<file path="src/rtl/hsv_pkg.sv">
// Package for the HSV to RGB pixel converter: sector codes, limits and
// the reciprocal constants for the divisions by 60 and by 10000/255.
// No dependencies.
`default_nettype none

package hsv_pkg;

  typedef enum logic [2:0] {
    SEC_RY = 3'd0,
    SEC_YG = 3'd1,
    SEC_GC = 3'd2,
    SEC_CB = 3'd3,
    SEC_BM = 3'd4,
    SEC_MR = 3'd5
  } sector_e;

  localparam logic [8:0]  HueMax    = 9'd360;
  localparam logic [8:0]  Hue60     = 9'd60;
  localparam logic [8:0]  Hue120    = 9'd120;
  localparam logic [8:0]  Hue180    = 9'd180;
  localparam logic [8:0]  Hue240    = 9'd240;
  localparam logic [8:0]  Hue300    = 9'd300;
  localparam logic [5:0]  SectorDeg = 6'd60;
  localparam logic [6:0]  PctMax    = 7'd100;
  localparam logic [13:0] OneScaled = 14'd10000;
  localparam logic [7:0]  ChanMax   = 8'd255;

  // floor(q / 15) = (q * RecipFifteen) >> 21 for q below 150001
  localparam logic [17:0] RecipFifteen = 18'd139811;
  // channel = floor(sum * 51 / 2000); the divide by 125 is (q * RecipChan) >> 22
  localparam logic [5:0]  ChanMul   = 6'd51;
  localparam logic [15:0] RecipChan = 16'd33555;

endpackage

`default_nettype wire

</file>
<file path="src/rtl/hsv_to_rgb.sv">
// HSV to RGB pixel converter, five register stages.
// One transaction per cycle while the output is not stalled.
// Throughput is set by the pipeline: every stage advances when it is empty or
// the stage after it advances, so bubbles close up under an output stall.
// Reset (rst_ni low, asynchronous) clears all stage valid bits; data needs none.
// Depends on hsv_pkg.
`default_nettype none

module hsv_to_rgb import hsv_pkg::*; (
  input  wire logic       clk_i,
  input  wire logic       rst_ni,
  input  wire logic       in_valid_i,
  output logic            in_stall_o,
  input  wire logic [8:0] hue_degrees_i,
  input  wire logic [6:0] saturation_pct_i,
  input  wire logic [6:0] value_pct_i,
  output logic            out_valid_o,
  input  wire logic       out_stall_i,
  output logic [7:0]      red_o,
  output logic [7:0]      green_o,
  output logic [7:0]      blue_o
);

  logic v1_q, v2_q, v3_q, v4_q, v5_q;
  logic en1, en2, en3, en4, en5;

  assign en5 = !v5_q || !out_stall_i;
  assign en4 = !v4_q || en5;
  assign en3 = !v3_q || en4;
  assign en2 = !v2_q || en3;
  assign en1 = !v1_q || en2;
  assign in_stall_o = !en1;

  // Stage 1: clamp, sector, weight, chroma and offset
  logic [8:0]  h_c;
  logic [6:0]  s_c, vv_c;
  logic [8:0]  off_c;
  sector_e     sec_d;
  logic [5:0]  w_d;
  logic [13:0] c_d, m_d;

  sector_e     sec1_q, sec2_q, sec3_q;
  logic [5:0]  w1_q;
  logic [13:0] c1_q, c2_q, c3_q;
  logic [13:0] m1_q, m2_q, m3_q;

  always_comb begin
    h_c  = (hue_degrees_i > HueMax) ? HueMax : hue_degrees_i;
    s_c  = (saturation_pct_i > PctMax) ? PctMax : saturation_pct_i;
    vv_c = (value_pct_i > PctMax) ? PctMax : value_pct_i;
    if (h_c < Hue60) begin
      sec_d = SEC_RY;
      off_c = h_c;
    end else if (h_c < Hue120) begin
      sec_d = SEC_YG;
      off_c = h_c - Hue60;
    end else if (h_c < Hue180) begin
      sec_d = SEC_GC;
      off_c = h_c - Hue120;
    end else if (h_c < Hue240) begin
      sec_d = SEC_CB;
      off_c = h_c - Hue180;
    end else if (h_c < Hue300) begin
      sec_d = SEC_BM;
      off_c = h_c - Hue240;
    end else begin
      sec_d = SEC_MR;
      off_c = h_c - Hue300;
    end
    w_d = sec_d[0] ? (SectorDeg - off_c[5:0]) : off_c[5:0];
    c_d = 14'(s_c) * 14'(vv_c);
    m_d = 14'(vv_c) * 14'(PctMax - s_c);
  end

  // Stage 2: chroma times weight
  logic [19:0] p2_q, p2_d;
  assign p2_d = 20'(c1_q) * 20'(w1_q);

  // Stage 3: secondary x = floor(p / 60)
  logic [35:0] xp;
  logic [13:0] x3_q, x3_d;
  assign xp   = 36'(p2_q[19:2]) * 36'(RecipFifteen);
  assign x3_d = xp[34:21];

  // Stage 4: place components, add offset, scale by 51/16
  logic [2:0][13:0] comp;
  logic [2:0][19:0] scaled;
  logic [2:0][14:0] a4_q, a4_d;

  always_comb begin
    comp = '0;
    unique case (sec3_q)
      SEC_RY: begin
        comp[0] = c3_q; comp[1] = x3_q;
      end
      SEC_YG: begin
        comp[0] = x3_q; comp[1] = c3_q;
      end
      SEC_GC: begin
        comp[1] = c3_q; comp[2] = x3_q;
      end
      SEC_CB: begin
        comp[1] = x3_q; comp[2] = c3_q;
      end
      SEC_BM: begin
        comp[0] = x3_q; comp[2] = c3_q;
      end
      SEC_MR: begin
        comp[0] = c3_q; comp[2] = x3_q;
      end
      default: comp = '0;
    endcase
    for (int i = 0; i < 3; i++) begin
      scaled[i] = 20'(comp[i] + m3_q) * 20'(ChanMul);
      a4_d[i]   = scaled[i][18:4];
    end
  end

  // Stage 5: divide by 125 and clamp
  logic [2:0][30:0] cp;
  logic [2:0][7:0]  ch5_q, ch5_d;

  always_comb begin
    for (int i = 0; i < 3; i++) begin
      cp[i]    = 31'(a4_q[i]) * 31'(RecipChan);
      ch5_d[i] = (cp[i][30:22] > 9'(ChanMax)) ? ChanMax : cp[i][29:22];
    end
  end

  always_ff @(posedge clk_i or negedge rst_ni) begin
    if (!rst_ni) begin
      v1_q <= 1'b0;
      v2_q <= 1'b0;
      v3_q <= 1'b0;
      v4_q <= 1'b0;
      v5_q <= 1'b0;
    end else begin
      if (en1) v1_q <= in_valid_i;
      if (en2) v2_q <= v1_q;
      if (en3) v3_q <= v2_q;
      if (en4) v4_q <= v3_q;
      if (en5) v5_q <= v4_q;
    end
  end

  always_ff @(posedge clk_i) begin
    if (en1 && in_valid_i) begin
      sec1_q <= sec_d;
      w1_q   <= w_d;
      c1_q   <= c_d;
      m1_q   <= m_d;
    end
    if (en2 && v1_q) begin
      sec2_q <= sec1_q;
      c2_q   <= c1_q;
      m2_q   <= m1_q;
      p2_q   <= p2_d;
    end
    if (en3 && v2_q) begin
      sec3_q <= sec2_q;
      c3_q   <= c2_q;
      m3_q   <= m2_q;
      x3_q   <= x3_d;
    end
    if (en4 && v3_q) begin
      a4_q <= a4_d;
    end
    if (en5 && v4_q) begin
      ch5_q <= ch5_d;
    end
  end

  assign out_valid_o = v5_q;
  assign red_o       = ch5_q[0];
  assign green_o     = ch5_q[1];
  assign blue_o      = ch5_q[2];

  a_stall_only_when_full: assert property (@(posedge clk_i) disable iff (!rst_ni)
    in_stall_o |-> (v1_q && v2_q && v3_q && v4_q && out_valid_o && out_stall_i))
    else $error("input stalled while the pipeline has room");

  a_chroma_within_value: assert property (@(posedge clk_i) disable iff (!rst_ni)
    v1_q |-> (c1_q + m1_q <= OneScaled))
    else $error("chroma plus offset exceeds one");

  a_secondary_le_chroma: assert property (@(posedge clk_i) disable iff (!rst_ni)
    v3_q |-> (x3_q <= c3_q))
    else $error("secondary component exceeds chroma");

endmodule

`default_nettype wire

</file>
<file path="config.mk">
export PLATFORM = sky130hd
export DESIGN_NAME = hsv_to_rgb
export DESIGN_NICKNAME = d
export VERILOG_FILES = /design/src/rtl/hsv_pkg.sv /design/src/rtl/hsv_to_rgb.sv
export SDC_FILE = /design/constraint.sdc
export NUM_CORES = 2
export LEC_CHECK = 0
export BUFFER_PORTS_ARGS = -buffer_cell sky130_fd_sc_hd__buf_2
export CAP_MARGIN = 20
export CORE_AREA = 2 2 378 305
export DETAILED_ROUTE_END_ITERATION = 8
export DIE_AREA = 0 0 380 307
export HOLD_SLACK_MARGIN = 0.08
export PLACE_DENSITY_LB_ADDON = 0.2
export SLEW_MARGIN = 15
export SYNTH_ARGS = -nofsm -noshare
export SYNTH_HDL_FRONTEND = slang
export SYNTH_SLANG_ARGS = --single-unit
export TNS_END_PERCENT = 10
</file>
<file path="constraint.sdc">
create_clock -name clk_i -period 7.6 [get_ports clk_i]
set_input_delay 0.76 -clock clk_i [delete_from_list [all_inputs] [get_ports clk_i]]
set_output_delay 0.76 -clock clk_i [all_outputs]
set_load 0.02 [all_outputs]
</file>
==> metrics list <==
- The run finished with clean final reports.
- Start point of the worst hold path: in_valid_i
* Normalized max-slew margin: 0.328
* Row count: 111
- The first global-routing pass estimated 113000 µm of wire.
- CP endpoint kind: register
* TritonCTS Buffers: 26
- Clock network latency to the later pin of the worst-skew pair: 0.59 ns
* Routability congestion estimate: 0.835
* R2r endpoint: a4_q[29]$_DFFE_PP_
* Cell depth of the worst flop-to-flop path: 23
- Nets: 4338
* Pins Over Slew Limit: 0
* Maximum number of pins on one net before global-route repair: 49
- In this run the critical register-to-register path is launched from sec3_q[1]$_DFFE_PP_.
* Dpl hpwl: 56900 µm
* Setup TNS: 0 ns
* Class of the tightest hold or removal check: in2reg
- In this run the vertical extent of the chip is 307 µm.
* Max-cap viol count: 0
* Footprint of the flip-flops and latches: 6040 µm²
- The commonest cells after synthesis are ha_1, inv_1, fa_1.
- The number of antenna violations at the first check in global routing is 0.
- In the final layout, the share of cells above drive strength 1 is 0.0454.
- In this run, the number of DRC markers left after iteration 0 of detailed routing was 1075.
- Post-cts gate resize count: 0
- Initial cell density of the core: 0.277
- Clock-pin slew was measured on the worst setup and hold paths at 0.06 ns.
* Number of distinct standard cells referenced by the synthesized netlist: 75
* Layout-stage area growth over the synthesis result: 9.81%
- The synthesized design spends more area on one cell type than any other, namely ha_1.
- Synth Warn #: 0
- Share of the synthesized area in the top cell type: 0.292
- In this run the clock root is driven by a clkbuf_16.
* Number of filler instances in the final layout: 12000
* Vias in the first global route: 21300
- Fraction of synthesis flops using an asynchronous set or reset pin: 0.0248
- Count of flip-flops with a built-in enable after synthesis: 197
* TritonCTS clock tree: done
- Fmax: 0.142 GHz
* Combined area of the multi-input logic cells: 22600 µm²
* Largest cells by area after synthesis: ha_1, fa_1, edfxtp_1, inv_1, xnor2_1
* Most frequent cell after synthesis: ha_1
- Start-to-end type of the worst setup path: reg2reg
- The number of endpoints with negative hold slack in the final report came to 0.
- Area of the die: 117000 µm²
* Count of H-tree levels built during CTS: 1
- The most used flip-flop cell after synthesis is edfxtp_1.
- Synthesis inferred 202 register bits.
* Sequential area share after synthesis: 0.192
* Cell area after synthesis: 31400 µm²
* Total wire length after detailed routing: 66500 µm
* Buffers from clock root to sink, at most: 3
- STA classifies the critical path startpoint as a register.
- The setup check on the worst reg-to-reg path leaves a slack of 0.56 ns.
- Input and output buffers added on the ports amount to 52.
- Synthesized area divided by synthesized cell count: 9.80 µm²
- Dividing the final minimum period by the clock period gives 0.926.
- Setup repair after global routing left no endpoint under its margin.
- At the pin with the least slew margin, the transition time is 1.00 ns.
- The routed design could run at a clock period as short as 7.04 ns.
- Overall track demand over capacity in global routing: 0.118
- Along the worst path, the maximum fanout reaches 20.
* Vias after detailed routing: 20800
- Arrival @ worst endpoint: 7.38 ns
- In the routed design, unresolved DRC markers number 0.
- Setup violations remaining at the end of the flow were counted as 0.
* Clock Sink Count: 202
* Worst Hold Depth: 2
- The total area inside the core boundary comes to 113000 µm².
- Measured along the x axis, the die boundary spans 380 µm.
* Residual overflow from global routing: 0
- Top Ports: 53
* WL per Instance: 13.8 µm
- Detail-routed via count per cell: 4.33
- The count of nets left with antenna violations once routing finished came out at 0.
- The worst hold path terminates at v1_q$_DFFE_PN0N_.
* Start point of the critical path: sec3_q[1]$_DFFE_PP_
- Mapped Cells: 3204
- Across the routed clock network, the largest skew measured is 0.0134 ns.
- Required arrival time at the worst endpoint: 7.94 ns
- First-pass detailed-route iteration total: 5
* # diodes: 0
worst max-delay path, cell delays in order, from the launching register on:
cell,delay (ns)
edfxtp_1,0.66
xnor2_1,0.91
nand2_1,0.11
a21oi_1,0.25
ha_1,0.27
a21o_1,0.17
a21o_1,0.20
a21oi_1,0.20
o21ai_0,0.19
a21oi_1,0.21
xnor2_1,0.17
ha_1,0.27
inv_1,0.11
fa_1,0.45
fa_1,0.55
inv_1,0.05
ha_1,0.34
o21a_1,0.21
o31a_1,0.14
o41ai_1,0.57
o2111ai_1,0.26
a31o_2,0.28
a21oi_1,0.16
xnor2_1,0.08
cells in the final DEF, fill, tap and decap left out, types with 49 or more instances in the layout:
| cell | netlist | final |
|---|---|---|
| inv_1 | 704 | 704 |
| o21ai_0 | 66 | 66 |
| a21oi_1 | 137 | 137 |
| buf_2 | 3 | 52 |
| and2_1 | 52 | 49 |
| edfxtp_1 | 197 | 197 |
| fa_1 | 312 | 312 |
| xnor2_1 | 117 | 117 |
| nor2_1 | 119 | 119 |
| nand2_1 | 259 | 259 |
| ha_1 | 732 | 732 |
how the worst max path moves through the flow:
| stage | end | cells after the start |
|---|---|---|
| after CTS | a4_q[29]$_DFFE_PP_ | 23 |
| after global placement | a4_q[29]$_DFFE_PP_ | 23 |
| after detailed placement | a4_q[29]$_DFFE_PP_ | 23 |
| after floorplan | a4_q[29]$_DFFE_PP_ | 25 |
| final | a4_q[29]$_DFFE_PP_ | 23 |
| after global routing | a4_q[29]$_DFFE_PP_ | 25 |
routing by layer:
layer,part of all wire,global-route usage,vias up
met5,0,0,-
li1,-,-,10800
met2,0.39,0.169,214
met4,0.012,0.0164,0
met1,0.56,0.188,9789
met3,0.033,0.0163,52
through the flow:
step / instance area (µm²) / std cells / hold slack, ns / util / worst slack (ns)
finish: 34500 / 4810 / 0.386 / 0.304 / 0.560
global route: 34500 / 4810 / 0.363 / 0.304 / 0.00160
CTS: 34400 / 4809 / 0.337 / 0.304 / 0.557
detailed placement: 33500 / 4762 / 0.405 / 0.296 / 0.600
global placement: 33500 / 4762 / 0.405 / 0.296 / 0.627
floorplan: 31400 / 3209 / 0.400 / - / 1.55
flip-flops by register name, indices dropped and copies added, names as in the netlist, 6 cells and up:
signal,flops
c2_q,14
green_o,8
a4_q,45
x3_q,14
blue_o,8
red_o,8
p2_q,18
c3_q,14
m1_q,13
m2_q,13
w1_q,6
c1_q,14
m3_q,13
what timing repair did:
item                                   in CTS  in global routing
hold buffers                                1                  0
endpoints found under the hold margin       5                  0
setup buffers                               0                  0
cell families after synthesis:
logic type / count (synthesis) / share of synthesized area
adder cells (fa/ha/maj): 1044 / 0.491
buffers and inverters: 736 / 0.0881
AO/OA/AOI/OAI: 413 / 0.0871
other: 2 / 0.000239
XOR/XNOR: 150 / 0.0419
AND/OR/NAND/NOR: 650 / 0.0971
flip-flops: 202 / 0.192
multiplexers: 7 / 0.00235
layout make-up:
| class | instances | share of cell area |
|---|---|---|
| inverters | 705 | 0.0768 |
| clock inverters | 17 | 0.00686 |
| repair buffers | 61 | 0.0102 |
| well taps | 1525 | 0.0554 |
| flip-flops and latches | 202 | 0.175 |
| clock buffers | 29 | 0.0192 |
| multi-input cells | 2271 | 0.656 |
Power is left out: the tool's default activity adds up to more than one toggle a clock period on the data nets, which glitch-free logic cannot reach.
